===== src/rtl/aenc_pkg.sv =====
`timescale 1ns / 1ps
// ---------------------------------------------------------------------------
// aenc_pkg: shared types and constants of the arithmetic encoder
// Field widths, coder constants, state and command types.
// ---------------------------------------------------------------------------
package aenc_pkg;

   // table and coder limits
   localparam int MAX_SYMBOLS = 256;
   localparam int FOLLOW_MAX  = 1023;
   localparam int MAX_RESULTS = 34;
   localparam int TABLE_DEPTH = MAX_SYMBOLS + 1;
   localparam int TABLE_AW    = $clog2(TABLE_DEPTH);
   localparam int DIV_STEPS   = 32;
   localparam int GUARD_LIMIT = 33;

   // field widths
   localparam int OP_W    = 2;
   localparam int SYM_W   = 8;
   localparam int COUNT_W = 16;
   localparam int WORD_W  = 32;
   localparam int BITS_W  = 26;
   localparam int NSYM_W  = 9;
   localparam int CAP_W   = 21;
   localparam int FOLW_W  = 10;
   localparam int CSR_IW  = 2;

   localparam logic [31:0] TOP  = 32'hFFFF_FFFF;
   localparam logic [31:0] QTR1 = 32'h4000_0000;
   localparam logic [31:0] HALF = 32'h8000_0000;
   localparam logic [31:0] QTR3 = 32'hC000_0000;
   localparam logic [BITS_W-1:0] BITS_SAT = '1;

   // opcodes
   localparam logic [OP_W-1:0] OP_LOAD   = 2'd0;
   localparam logic [OP_W-1:0] OP_ENCODE = 2'd1;
   localparam logic [OP_W-1:0] OP_FINISH = 2'd2;

   // register indexes
   localparam logic [CSR_IW-1:0] CSR_NUM_SYMBOLS = 2'd0;
   localparam logic [CSR_IW-1:0] CSR_CAPACITY    = 2'd1;

   localparam logic [NSYM_W-1:0] NSYM_RESET = 9'd256;
   localparam logic [CAP_W-1:0]  CAP_RESET  = 21'h10_0000;

   typedef enum logic [4:0] {
      ST_IDLE, ST_LOAD, ST_RD_TOT, ST_RD_LO, ST_RD_HI, ST_CAP_HI,
      ST_MUL_HI, ST_DIV_HI, ST_UPD_HI, ST_MUL_LO, ST_DIV_LO, ST_UPD_LO,
      ST_RN_CHECK, ST_PUSH, ST_FOLLOW, ST_FIN_START, ST_FIN_WORD
   } state_type;

   typedef enum logic [1:0] {RD_TOTAL, RD_SYM, RD_SYM_NEXT} rd_sel_type;

   typedef enum logic [1:0] {RN_LOW, RN_HIGH, RN_MID, RN_DONE} rn_case_type;

   typedef struct packed {
      logic       latch_item;
      logic       load_wr;
      logic       rd_en;
      rd_sel_type rd_sel;
      logic       cap_total;
      logic       cap_clo;
      logic       cap_chi;
      logic       mul_start;
      logic       mul_hi;
      logic       div_step;
      logic       upd_high;
      logic       upd_low;
      logic       rn_apply;
      logic       push_first;
      logic       push_follow;
      logic       fin_start;
      logic       fin_word;
   } cmd_type;

   typedef struct packed {
      logic        total_zero;
      rn_case_type rn_case;
      logic        follow_nz;
      logic        follow_one;
      logic        out_busy;
   } status_type;

endpackage


===== src/rtl/aenc_control.sv =====
`timescale 1ns / 1ps
// ---------------------------------------------------------------------------
// aenc_control: sequencer of the arithmetic encoder
// Steps table reads, the two divisions, renormalization and bit output.
// ---------------------------------------------------------------------------
module aenc_control import aenc_pkg::*; (
   input  logic            clock,
   input  logic            reset,
   input  logic            req_valid,
   input  logic [OP_W-1:0] req_opcode,
   output logic            req_ready,
   input  status_type      status,
   output cmd_type         cmd
);

   state_type  state_ff, state_in;
   logic [5:0] cnt_ff, cnt_in;
   logic       fin_ff, fin_in;

   always_ff @(posedge clock) begin
      if (reset) begin
         state_ff <= ST_IDLE;
         cnt_ff   <= '0;
         fin_ff   <= 1'b0;
      end else begin
         state_ff <= state_in;
         cnt_ff   <= cnt_in;
         fin_ff   <= fin_in;
      end
   end

   // next state and commands
   always_comb begin
      state_in  = state_ff;
      cnt_in    = cnt_ff;
      fin_in    = fin_ff;
      cmd       = '0;
      cmd.rd_sel = RD_TOTAL;
      req_ready = (state_ff == ST_IDLE);

      case (state_ff)
         ST_IDLE: begin
            if (req_valid) begin
               cmd.latch_item = 1'b1;
               case (req_opcode)
                  OP_LOAD:   state_in = ST_LOAD;
                  OP_ENCODE: state_in = ST_RD_TOT;
                  OP_FINISH: state_in = ST_FIN_START;
                  default:   state_in = ST_IDLE;
               endcase
            end
         end
         ST_LOAD: begin
            cmd.load_wr = 1'b1;
            state_in    = ST_IDLE;
         end
         ST_RD_TOT: begin
            cmd.rd_en  = 1'b1;
            cmd.rd_sel = RD_TOTAL;
            state_in   = ST_RD_LO;
         end
         ST_RD_LO: begin
            cmd.rd_en     = 1'b1;
            cmd.rd_sel    = RD_SYM;
            cmd.cap_total = 1'b1;
            state_in      = ST_RD_HI;
         end
         ST_RD_HI: begin
            if (status.total_zero) begin
               state_in = ST_IDLE;
            end else begin
               cmd.rd_en   = 1'b1;
               cmd.rd_sel  = RD_SYM_NEXT;
               cmd.cap_clo = 1'b1;
               state_in    = ST_CAP_HI;
            end
         end
         ST_CAP_HI: begin
            cmd.cap_chi = 1'b1;
            state_in    = ST_MUL_HI;
         end
         ST_MUL_HI: begin
            cmd.mul_start = 1'b1;
            cmd.mul_hi    = 1'b1;
            cnt_in        = '0;
            state_in      = ST_DIV_HI;
         end
         ST_DIV_HI: begin
            cmd.div_step = 1'b1;
            cnt_in       = cnt_ff + 6'd1;
            if (cnt_ff == 6'(DIV_STEPS - 1)) begin
               cnt_in   = '0;
               state_in = ST_UPD_HI;
            end
         end
         ST_UPD_HI: begin
            cmd.upd_high = 1'b1;
            state_in     = ST_MUL_LO;
         end
         ST_MUL_LO: begin
            cmd.mul_start = 1'b1;
            cnt_in        = '0;
            state_in      = ST_DIV_LO;
         end
         ST_DIV_LO: begin
            cmd.div_step = 1'b1;
            cnt_in       = cnt_ff + 6'd1;
            if (cnt_ff == 6'(DIV_STEPS - 1)) begin
               cnt_in   = '0;
               state_in = ST_UPD_LO;
            end
         end
         ST_UPD_LO: begin
            cmd.upd_low = 1'b1;
            cnt_in      = '0;
            state_in    = ST_RN_CHECK;
         end
         // cnt counts renormalization steps here
         ST_RN_CHECK: begin
            if (cnt_ff == 6'(GUARD_LIMIT) || status.rn_case == RN_DONE) begin
               state_in = ST_IDLE;
            end else begin
               cmd.rn_apply = 1'b1;
               cnt_in       = cnt_ff + 6'd1;
               state_in     = (status.rn_case == RN_MID) ? ST_RN_CHECK : ST_PUSH;
            end
         end
         ST_PUSH: begin
            if (!status.out_busy) begin
               cmd.push_first = 1'b1;
               if (status.follow_nz) begin
                  state_in = ST_FOLLOW;
               end else begin
                  state_in = fin_ff ? ST_FIN_WORD : ST_RN_CHECK;
               end
            end
         end
         ST_FOLLOW: begin
            if (!status.out_busy) begin
               cmd.push_follow = 1'b1;
               if (status.follow_one) begin
                  state_in = fin_ff ? ST_FIN_WORD : ST_RN_CHECK;
               end
            end
         end
         ST_FIN_START: begin
            cmd.fin_start = 1'b1;
            fin_in        = 1'b1;
            state_in      = ST_PUSH;
         end
         ST_FIN_WORD: begin
            if (!status.out_busy) begin
               cmd.fin_word = 1'b1;
               fin_in       = 1'b0;
               state_in     = ST_IDLE;
            end
         end
         default: begin
            state_in = ST_IDLE;
         end
      endcase
   end

endmodule


===== config.mk =====
export PLATFORM = sky130hd
export DESIGN_NAME = aenc_control
export DESIGN_NICKNAME = d
export VERILOG_FILES = /design/src/rtl/aenc_pkg.sv /design/src/rtl/aenc_control.sv
export SDC_FILE = /design/constraint.sdc
export NUM_CORES = 1
export LEC_CHECK = 0
export ABC_AREA = 1
export BUFFER_PORTS_ARGS = -buffer_cell sky130_fd_sc_hd__buf_4
export CAP_MARGIN = 20
export CORE_MARGIN = 2
export CORE_UTILIZATION = 50
export CTS_CLUSTER_SIZE = 16
export DETAILED_ROUTE_END_ITERATION = 8
export PLACE_DENSITY = 0.85
export SLEW_MARGIN = 10
export SYNTH_ARGS = -nofsm -noshare
export SYNTH_HDL_FRONTEND = slang
export SYNTH_SLANG_ARGS = --single-unit

===== constraint.sdc =====
create_clock -name clock -period 4.2 [get_ports clock]
set_input_delay 0.84 -clock clock [delete_from_list [all_inputs] [get_ports clock]]
set_output_delay 0.84 -clock clock [all_outputs]
set_load 0.05 [all_outputs]

==> out/results.ini <==
[cells_and_area]
multi_input_area_um2=868
ff_latch_area_um2=240
areaGrowthSynthToFinish_pct=20.1
final_core_util_pct=62.8
stdcell_area_um2=1530
fill_cells=255
finalNetCount=254
diodes=0
instances_no_fill=266
drive_gt1_share_pct=30.5

[worst_hold_path]
hold_path.class=reg -> reg
hold_path_depth=2
min_to=fin_ff$_SDFFE_PP0P_
min_from=fin_ff$_SDFFE_PP0P_

[route]
wl_mm=2.84
drcViolationCount=0
drt-wirelength-per-cell_um=10.7
drt-pass1-iter-count=4
antenna_left=0
vias=1333
drt_iter0_markers=45
avgViaCountPerCell=5.01

[setup_path]
end_kind=primary output
timing.rr.start=cnt_ff[0]$_SDFFE_PP0P_
crit_path_start=state_ff[0]$_SDFFE_PP0P_
rrSetupSlack_ns=2.55
cp_max_fo=7
criticalPathCategory=reg -> out
timing.rr.end=state_ff[3]$_SDFFE_PP0P_
cpPeakStageDelay_ns=0.39
r2r_cells=8
cp.arrival_ns=1.61
cp_slowest_cell=dfxtp_1
cp-start-kind=flop
crit_required_ns=3.36
path_cells=nor2_2 -> inv_2 -> nor2_4 -> nand3_4 -> inv_1 -> buf_4

[timing]
worstMarginPinSlew_ns=0.391
slew_headroom_pct=73.9
fmax_mhz=409
fin_crit_ns=2.45
finalCritPeriodShare_pct=58.3
setup_slack_ns=1.75
rsz0062_at_grt=no
finalSetupTns_ns=0
slew_viol_final=0
whs_ns=0.516
clock_skew_ns=0.00974
hold_violations=0
setup_viol=0

[status]
status=finished clean

[floorplan]
fp.coreArea_um2=2430
io_pins=30
die_h_um=54.4
die_area_um2=2960
start_util_pct=52.3
fp-row-count=18
die_w_um=54.4

[yosys]
yosys_warnings=0
yosysTopAreaCell=dfxtp_1
synth_area_leaders=dfxtp_1, nand2_1, inv_1
avgSynthCellArea_um2=6.14
synthArstFlopShare_pct=0
ys.flop_type=dfxtp_1
synth_cells=207
yosysTopAreaCellShare_pct=18.9
synth_top_cells_by_count=nand2_1, inv_1, nor2_1
yosysSeqAreaShare_pct=18.9
synth_nets=223
synth_edf_count=0
ys_types=30
synth.most_common_cell=nand2_1
ys_ff_latch=12
syn_area_um2=1270

[run]
maxCapViolCount=0

[placement]
dp.cells=263
place_hpwl_mm=2.40
dpl_worst_slack_ns=1.91
routabilityCongestion=0.936
dpl_cell_area_um2=1500
io_buffers=29

[clock_network]
clk_latency_ns=0.26
cts_sinks=12
postCtsResizedCells=0
cts_hold_buf=0
cts_setup_buffers=0
ctsRootBufferMaster=clkbuf_4
cts_max_level=1
cts.clk_slew.worst_paths_ns=0.06
cts_tree=done
numCtsBuffers=3
clock_path_buffers=2

[power]
p_seq_share_pct=22.8
switching_power_mw=0.440
power_frac_clock_pct=8.8
comb_power_share_pct=68.3
p_total_mw=0.761
powerDensity_nw_per_um2=499
switching_share_pct=57.8
peakVddDrop_v=0.000374
leakage_nw=0.862
intPower_mw=0.321

[grt]
overflow=0
grt_pass1_vias=1077
grt_max_degree=12
grt_pass1_wl_mm=4.73
grt_use_total_pct=20.9
antenna_found_initial=0

## registers in the layout, summed over array words and instances (netlist names)
| register | cells |
|---|---|
| state_ff | 5 |
| fin_ff | 1 |
| cnt_ff | 6 |
## worst max-delay path by stage
stage	to	slack (ns)	cells past startpoint
after global placement	cmd[15]	1.91	5
final	cmd[4]	1.75	6
after detailed placement	cmd[15]	1.91	5
after CTS	cmd[4]	1.75	6
after global routing	cmd[4]	1.62	6
after floorplan	cmd[15]	1.57	3
## cell usage in the layout, fill, tap and decap left out, types with 3 or more instances in the layout
| cell type | netlist | routed |
|---|---|---|
| nand3_4 | 3 | 3 |
| a21oi_1 | 13 | 13 |
| nand2_2 | 7 | 7 |
| inv_2 | 9 | 9 |
| nand3_1 | 17 | 17 |
| nand3_2 | 4 | 4 |
| ha_1 | 5 | 5 |
| buf_4 | 1 | 29 |
| nor2_2 | 6 | 6 |
| nand2_1 | 49 | 49 |
| nand4_1 | 3 | 3 |
| dfxtp_1 | 12 | 12 |
| nor2_4 | 4 | 4 |
| inv_1 | 27 | 27 |
| nor2_1 | 26 | 26 |
| clkbuf_4 | 0 | 3 |
## layout make-up
class | instances | area share (%)
Clock buffer | 3 | 1.48
Tap cell | 30 | 2.46
Inverter | 37 | 9.18
Timing Repair Buffer | 29 | 14.3
Sequential cell | 12 | 15.7
Multi-Input combinational cell | 155 | 56.9
## worst max-delay path, delay by kind of cell, from the launching register on
kind,cells,cell delay [ns]
flops,1,0.39
buf+inv,3,0.36
simple gates,3,0.61
## cell families (layout without fill, tap and decap cells)
logic type,Yosys count,count (layout),synth area share (%)
AND/OR/NAND/NOR,125,125,51.3
buffers and inverters,40,69,12.8
AO/OA/AOI/OAI,23,23,10.7
flip-flops,12,12,18.9
adder cells (fa/ha/maj),5,5,4.92
XOR/XNOR,2,2,1.38
## power by group through the flow
stage          Clock, mW  Combinational (mW)  Sequential, mW
6_report          0.0672               0.520           0.174
5_1_grt           0.0759               0.568           0.179
4_1_cts           0.0697               0.520           0.173
3_5_place_dp           0               0.518           0.175
3_3_place_gp           0               0.516           0.173
2_1_floorplan          0               0.399           0.168
## layer usage
metal	vias up	track usage (%)	share of wire, %
li1	712	-	-
met1	576	32.2	50
met2	45	31.7	44
met3	0	1.09	5.7
met4	0	4.17	0
met5	-	0	0
Note: power is estimated with default switching activity, not from simulation.
